## config.mk

```make
export PLATFORM = sky130hd
export DESIGN_NAME = segc_len
export DESIGN_NICKNAME = d
export VERILOG_FILES = /design/src/hdl/segc_pkg.sv /design/src/hdl/segc_len.sv
export SDC_FILE = /design/constraint.sdc
export NUM_CORES = 1
export LEC_CHECK = 0
export BUFFER_PORTS_ARGS = -buffer_cell sky130_fd_sc_hd__clkbuf_2
export CAP_MARGIN = 40
export CORE_MARGIN = 3
export CORE_UTILIZATION = 45
export CTS_BUF_LIST = sky130_fd_sc_hd__clkbuf_4 sky130_fd_sc_hd__clkbuf_8
export DETAILED_ROUTE_END_ITERATION = 10
export PLACE_DENSITY = 0.69
export SLEW_MARGIN = 20
export SYNTH_ARGS = -nofsm -noshare
export SYNTH_HDL_FRONTEND = slang
export SYNTH_SLANG_ARGS = --single-unit
```

## constraint.sdc

```tcl
create_clock -name clk -period 15.6 [get_ports clk]
set_input_delay 3.12 -clock clk [delete_from_list [all_inputs] [get_ports clk]]
set_output_delay 3.12 -clock clk [all_outputs]
set_load 0.005 [all_outputs]
```

## src/hdl/segc_pkg.sv

```systemverilog
// shared constants and types of the segment mask crossing test
`default_nettype none

package segc_pkg;

	localparam int IMAGE_SIDE    = 512;
	localparam int FRACTION_BITS = 8;

	// pixel index bits
	localparam int AW   = $clog2(IMAGE_SIDE);
	// fixed point coordinate bits, z is one wider
	localparam int CW   = AW + FRACTION_BITS;
	localparam int ZW   = CW + 1;
	// root, radicand, sample count, denominator, remainder
	localparam int RW   = CW + 2;
	localparam int SW   = 2 * RW - 1;
	localparam int NW   = RW + 2 - FRACTION_BITS;
	localparam int DW   = NW + FRACTION_BITS;
	localparam int RSW  = DW + 2;
	// image size registers
	localparam int DIMW = 10;
	localparam logic [DIMW-1:0] DIM_RESET = DIMW'(IMAGE_SIDE);

	typedef enum logic {OP_WRITE = 1'b0, OP_QUERY = 1'b1} op_t;
	typedef enum logic {REG_WIDTH = 1'b0, REG_HEIGHT = 1'b1} reg_idx_t;

	typedef struct packed {
		logic          valid;
		logic          last;
		logic [AW-1:0] x;
		logic [AW-1:0] y;
	} smp_t;

	typedef struct packed {
		logic          rd_en;
		logic          wr_en;
		logic [AW-1:0] row;
		logic [AW-1:0] col;
		logic          white;
	} mask_req_t;

endpackage

`default_nettype wire

```

## src/hdl/segc_len.sv

```systemverilog
// segment length unit: squared distance and bitwise square root to sample count
`default_nettype none

module segc_len (
	input  wire logic                       clk,
	input  wire logic                       arst_n,
	input  wire logic                       start,
	input  wire logic [segc_pkg::CW-1:0]    sx,
	input  wire logic [segc_pkg::CW-1:0]    sy,
	input  wire logic signed [segc_pkg::ZW-1:0] sz,
	input  wire logic [segc_pkg::CW-1:0]    ex,
	input  wire logic [segc_pkg::CW-1:0]    ey,
	input  wire logic signed [segc_pkg::ZW-1:0] ez,
	output logic                            done,
	output logic [segc_pkg::NW-1:0]         n
);
	import segc_pkg::*;

	typedef enum logic [1:0] {L_IDLE, L_SQ, L_ROOT} lst_t;

	localparam logic [SW-1:0] B_INIT = {1'b1, {(SW-1){1'b0}}};
	localparam logic [RW:0]   ROUND  = (RW+1)'((1 << FRACTION_BITS) - 1);

	lst_t            st_q;
	logic [1:0]      cnt_q;
	logic            done_q;
	logic [NW-1:0]   n_q;
	logic [ZW-1:0]   dx_q, dy_q, dz_q;
	logic [2*ZW-1:0] sq_q;
	logic [SW-1:0]   acc_q, r_q, b_q;

	logic [ZW-1:0]   op;
	logic [2*ZW-1:0] prod;
	logic [SW:0]     rb;
	logic            ge;
	logic [RW:0]     rootc, lenv;
	logic [NW-1:0]   nnext;
	logic [CW-1:0]   adx, ady;
	logic signed [ZW:0] dzs;
	logic [ZW:0]     adz;

	always_comb begin
		case (cnt_q)
			2'd0:    op = dx_q;
			2'd1:    op = dy_q;
			default: op = dz_q;
		endcase
	end

	assign prod  = op * op;
	assign rb    = {1'b0, r_q} + {1'b0, b_q};
	assign ge    = {1'b0, acc_q} >= rb;
	assign rootc = {1'b0, r_q[RW-1:0]} + (RW+1)'(acc_q != '0);
	assign lenv  = (rootc + ROUND) >> FRACTION_BITS;
	assign nnext = NW'(lenv) + NW'(1);

	assign adx = (sx >= ex) ? sx - ex : ex - sx;
	assign ady = (sy >= ey) ? sy - ey : ey - sy;
	assign dzs = {sz[ZW-1], sz} - {ez[ZW-1], ez};
	assign adz = dzs[ZW] ? (ZW+1)'(0) - dzs : dzs;

	always_ff @(posedge clk or negedge arst_n) begin
		if (!arst_n) begin
			st_q   <= L_IDLE;
			cnt_q  <= '0;
			done_q <= 1'b0;
			n_q    <= '0;
		end else begin
			done_q <= 1'b0;
			unique case (st_q)
				L_IDLE: begin
					cnt_q <= '0;
					if (start) begin
						st_q <= L_SQ;
					end
				end
				L_SQ: begin
					cnt_q <= cnt_q + 2'd1;
					if (cnt_q == 2'd3) begin
						st_q <= L_ROOT;
					end
				end
				L_ROOT: begin
					if (b_q == '0) begin
						n_q    <= nnext;
						done_q <= 1'b1;
						st_q   <= L_IDLE;
					end
				end
				default: st_q <= L_IDLE;
			endcase
		end
	end

	always_ff @(posedge clk) begin
		if (st_q == L_IDLE && start) begin
			dx_q  <= ZW'(adx);
			dy_q  <= ZW'(ady);
			dz_q  <= adz[ZW-1:0];
			acc_q <= '0;
		end
		if (st_q == L_SQ) begin
			sq_q <= prod;
			if (cnt_q != 2'd0) begin
				acc_q <= acc_q + SW'(sq_q);
			end
			if (cnt_q == 2'd3) begin
				r_q <= '0;
				b_q <= B_INIT;
			end
		end
		if (st_q == L_ROOT && b_q != '0) begin
			if (ge) begin
				acc_q <= acc_q - rb[SW-1:0];
				r_q   <= (r_q >> 1) + b_q;
			end else begin
				r_q <= r_q >> 1;
			end
			b_q <= b_q >> 2;
		end
	end

	assign done = done_q;
	assign n    = n_q;

endmodule

`default_nettype wire

```

==> out/results.txt, run 1 <==
Worst-Skew Late Latency: 0.56 ns
R2R cell count: 28
final wirelength: 64.5 mm
Clock Skew: 0.0248 ns
Max Slew Vio Count: 0
hold path endpoint: n[2]
fmax: 112 MHz
routed vias: 21900
clock sinks: 198
hold path startpoint: n[2]
storage element area: 5480 um2
hpwl dp: 53.0 mm
Port Buf Inserts: 120
root buf cell: clkbuf_8
CP startpoint: cnt_q[1]
aggregate global routing overflow: 0
post-cts sizing count: 0
Max FO, Critical Path: 20
num ports: 121
most frequent CP cell: inv_1
Area growth, synth to finish: 6.83%
CTS tree: done
Worst Setup Start Kind: flop
Starting Density: 45.7%
Num CTS Buffers: 17
min Tclk post-route: 8.92 ns
Hold Crit Class: flop to flop
MaxCap Viol Count: 0
first-pass GRT wire length: 107 mm
worst r2r dst: sq_q[33]
CTS Buffer Depth: 2
worst r2r src: cnt_q[1]
crit-path max cell delay: 0.70 ns
Yosys warning total: 0
Most used DFF post-synth: edfxtp_1
status: finished clean
routed len/inst: 16.3 um
router iterations before antenna repair: 8
Fillers: 5797
Min-Delay Path Depth: 1
largest net degree at the start of global routing: 72
vias per inst: 5.52
row count: 89
antenna-violating nets left: 0
Total GRT Usage: 20.8%
post-synthesis sequential area ratio: 20.2%
Req. time, crit path: 15.93 ns
Critical Path End Type: flop
Slew @ Worst Pin: 0.820 ns
Synth cell types: 96
Placed Area: 28500 um2
Worst EP arrival: 9.24 ns
Setup TNS: 0 ns
worst relative slew slack: 43.8%
Clock Pin Slew Worst Setup and Hold Paths: 0.11 ns
final net count: 3826
EDFF count, synth: 142
vias in the first global route: 21500
Fin. Hold Viols: 0
dpl cells: 3926
Syn Area/Cell: 8.74 um2
RSZ-0062 raised after global routing: false
fin cells: 3964
area of the mapped netlist: 27100 um2
Post-synth ARST share: 9.09%
share of cells above drive strength 1: 6.77%
H-tree lvl count: 4
Post-CTS Hold Fix Bufs: 0
core box area: 59200 um2
Max stage delay cell, worst path: o21ai_1
Die W: 251 um
DR DRC count: 0
crit share post-route: 57.2%
FF+latch count, synth: 198
syn_nets: 3750
Synth Instances: 3101
crit path kind: flop to flop
fin area: 28900 um2
area of the die: 63200 um2
initial antenna violation count: 1
DR iter-0 viols: 1419
R2R Setup Slk: 6.68 ns
final setup fails: 0
postcts setup bufs: 0
Die Ht: 251 um
area of the multi-input gates: 19500 um2
Final GP Congestion: 0.935
## layout make-up
type	count	share of cell area [%]
Clock inverter	15	0.566
Timing Repair Buffer	143	2.78
Multi-Input combinational cell	2345	67.5
Antenna cell	1	0.00865
Clock buffer	17	0.809
Tap cell	773	3.34
Inverter	472	6.12
Sequential cell	198	18.9
## synthesized netlist by cell type (25+ instances only)
library cell / number / share of area [%]
fa_1: 228 / 17
dfxtp_1: 38 / 2.8
nand4_1: 33 / 0.76
and2_1: 29 / 0.67
nand2b_1: 25 / 0.58
xor2_1: 84 / 2.7
nor2b_1: 55 / 1.3
a21o_1: 91 / 2.5
o21ai_1: 43 / 0.79
edfxtp_1: 142 / 16
o21a_1: 34 / 0.94
nand3_1: 29 / 0.54
nor4_1: 28 / 0.65
o21bai_1: 26 / 0.72
and3_1: 29 / 0.67
mux2i_1: 28 / 1.0
ha_1: 314 / 15
a31oi_1: 46 / 1.1
nor2_1: 233 / 3.2
o21ai_0: 114 / 2.1
a211oi_1: 33 / 0.91
xnor2_1: 151 / 4.9
nand2_1: 236 / 3.3
clkbuf_1: 73 / 1.0
a221oi_1: 41 / 1.3
nor3_1: 30 / 0.55
inv_1: 467 / 6.5
a21oi_1: 216 / 4.0
## critical path: cells and delay by family (launching register included)
kind	cells	cell delay, ns
xor+xnor	1	0.13
flops	1	0.39
fa+ha+maj	8	3.78
compound gates	6	2.19
simple gates	6	1.27
buf+inv	7	0.89
## layer usage
| metal | GRT usage [%] | part of all wire [%] | wire length, um |
|---|---|---|---|
| met1 | 28.1 | 46 | 29400 |
| met2 | 34.4 | 47 | 30300 |
| met3 | 3.15 | 5.1 | 3260 |
| met4 | 6.45 | 2.3 | 1490 |
| met5 | 0 | 0 | 0 |
## cells in the final DEF, fill, tap and decap left out, drive strengths merged, types with 56 or more instances in the layout
cell type  synthesis  final
clkbuf            73    138
fa               228    228
xor2              84     84
nor2b             56     56
nor2             233    233
inv              468    475
ha               314    314
edfxtp           142    142
nand2            236    236
xnor2            151    151
o21ai            157    157
a21oi            217    217
a21o              91     91
## registers in the layout (all words and copies together) (netlist names), 13 cells and up
| name | count |
|---|---|
| acc_q | 37 |
| b_q | 19 |
| dx_q | 17 |
| dy_q | 17 |
| dz_q | 18 |
| n | 13 |
| r_q | 37 |
| sq_q | 35 |
## worst max path at each step
| stage | end | slack [ns] |
|---|---|---|
| final | sq_q[33] | 6.68 |
| after global routing | sq_q[33] | 6.11 |
| after CTS | sq_q[33] | 6.72 |
| after detailed placement | sq_q[33] | 6.75 |
| after global placement | sq_q[33] | 7.03 |
| after floorplan | sq_q[35] | 8.01 |
## stage by stage
stage / hold WS (ns) / worst slack [ns] / util (%)
after global routing: 0.536 / 6.11 / 48.8
after detailed placement: 0.497 / 6.75 / 48.1
after floorplan: 0.475 / 8.01 / -
final: 0.513 / 6.68 / 48.8
after global placement: 0.485 / 7.03 / 48.0
after CTS: 0.521 / 6.72 / 48.8
## cell families after synthesis
logic type | synth area share (%)
buffers and inverters | 7.87
XOR/XNOR | 7.60
multiplexers | 1.41
flip-flops | 20.2
adder cells (fa/ha/maj) | 31.4
AND/OR/NAND/NOR | 13.6
AO/OA/AOI/OAI | 17.9
Power of run 1 is left out: the tool's default activity adds up to more than one toggle a clock period on the data nets, which glitch-free logic cannot reach.
==> inputs of run 2 (changes only) <==
Settings changed: PLACE_DENSITY 0.69 to 0.72.
Clock period 15.6 ns to 7.2 ns, I/O delays scaled along.
==> run 2 against run 1 <==
  * Cell count is 4.1% higher
  * Core utilization is 3.1 points higher
  * Non-clock buffer count is 160 higher
  * Cell area is 6.3% higher
  * Clock skew is 0.0035 ns higher
  * Highest routed layer unchanged
  * Worst hold slack better by 0.0043 ns
  * Register-to-register slack worse by 6.4 ns
  * Die area stayed put
  * Flip-flop and latch count stayed put
  * First-iteration DRC count is 6.9% lower
  * Critical path depth is 1 higher
==> out/results.txt, run 2 (same netlist as run 1, synthesis figures left out) <==
status: finished clean
aggregate global routing overflow: 0
fin util: 51.9%
Area growth, synth to finish: 13.5%
vias per inst: 5.50
DR iter-0 viols: 1321
crit share post-route: 96.3%
Total GRT Usage: 21.4%
Max Slew Vio Count: 0
crit-path max cell delay: 0.54 ns
Fillers: 5486
clock sinks: 198
Worst EP arrival: 7.24 ns
Fin. Hold Viols: 0
share of cells above drive strength 1: 15.2%
Die W: 251 um
fin area: 30800 um2
WHS: 0.517 ns
RSZ-0062 raised after global routing: true
core box area: 59200 um2
Num CTS Buffers: 17
Final GP Congestion: 0.941
Max FO, Critical Path: 7
M2 GR Usage: 36.1%
routed len/inst: 16.3 um
Critical Path End Type: flop
most common cell after layout, fill and taps aside: inv_1
met1 Use GR: 28.9%
initial antenna violation count: 0
root buf cell: clkbuf_8
Starting Density: 45.7%
Worst Setup Start Kind: flop
routed vias: 22700
vias in the first global route: 22100
Post-CTS Hold Fix Bufs: 0
first-pass GRT wire length: 110 mm
area of the die: 63200 um2
Placed Area: 29500 um2
Req. time, crit path: 7.51 ns
num ports: 121
min Tclk post-route: 6.93 ns
commonest non-fill, non-tap cells in the layout: inv_1, ha_1, nand2_1
Port Buf Inserts: 120
final net count: 3987
crit path kind: flop to flop
MaxCap Viol Count: 0
fmax: 144 MHz
Hold Crit Class: flop to flop
antenna-violating nets left: 0
H-tree lvl count: 4
final setup fails: 0
Slew @ Worst Pin: 0.904 ns
most frequent CP cell: fa_1
Die Ht: 251 um
DR DRC count: 0
Clock Skew: 0.0283 ns
hpwl dp: 55.6 mm
Worst-Skew Late Latency: 0.56 ns
GRT Max-Usage Layer: met2
row count: 89
final wirelength: 67.4 mm
Clock Pin Slew Worst Setup and Hold Paths: 0.10 ns
worst relative slew slack: 39.2%
met3 Resource Use GR: 2.36%
router iterations before antenna repair: 5
CTS Buffer Depth: 2
Max stage delay cell, worst path: fa_1
top flop regs: acc_q (37), r_q (37), sq_q (35)
largest net degree at the start of global routing: 72
CTS tree: done
run 2: cell count changes in the layout (fill, tap and decap cells not counted), moves of 15 or more:
cell / before / now
inv_1: 466 / 427
nor2_1: 231 / 216
ha_1: 314 / 298
o21ai_0: 114 / 96
inv_2: 2 / 39
buf_4: 17 / 166
run 2: worst max-delay path: cells and delay by family, from the launching register on:
| kind | cells | cell delay [ns] |
|---|---|---|
| AO/OA/AOI/OAI | 7 | 1.45 |
| XOR/XNOR | 1 | 0.12 |
| adder cells (fa/ha/maj) | 8 | 3.46 |
| buffers and inverters | 7 | 0.68 |
| flip-flops | 1 | 0.39 |
| AND/OR/NAND/NOR | 6 | 0.60 |
run 2: what timing repair did:
action / CTS / global route
pin swaps: 0 / 101
setup endpoints to repair: 8 / 13
hold endpoints to repair: 0 / 0
cloned: 1 / 1
buffers inserted: 3 / 32
gates resized for setup: 24 / 155
run 2: layout make-up:
type	instances	area, um2	area share [%]
multi-input cells	2346	20100	65.2
flip-flops and latches	198	5480	17.8
repair buffers	303	2110	6.86
inverters	472	1790	5.81
well taps	773	967	3.15
clock buffers	21	264	0.859
clock inverters	11	88.8	0.289
diodes	1	2.50	0.00814
run 2: path summary, 6_finish.rpt:
check / endpoint / slack (ns) / startpoint / cells past startpoint
max: sq_q[33] / 0.27 / cnt_q[0] / 29
min: n[12] / 0.52 / n[12] / 1
max reg2reg: sq_q[33] / 0.27 / cnt_q[0] / 29
min reg2reg: n[12] / 0.52 / n[12] / 1
max in group asynchronous: cnt_q[0] / 5.86 / arst_n / 1
min in group asynchronous: n[2] / 0.89 / arst_n / 1
run 2: routing by layer:
layer | routed length [um] | share of wire, % | vias up
met2 | 31900 | 47 | 559
met1 | 30100 | 45 | 10900
met3 | 3350 | 5.0 | 90
met4 | 2020 | 3.0 | 0
met5 | 0 | 0 | -
li1 | - | - | 11100
run 2: stage by stage:
stage | instances | setup TNS, ns | setup WS [ns]
2_1_floorplan | 3101 | 0 | 0.00357
3_3_place_gp | 4055 | -0.523 | -0.116
3_5_place_dp | 4055 | -1.35 | -0.260
4_1_cts | 4091 | -0.00446 | -0.00446
5_1_grt | 4124 | -0.0669 | -0.0283
6_report | 4125 | 0 | 0.269
Power of run 2 is left out for the same reason.
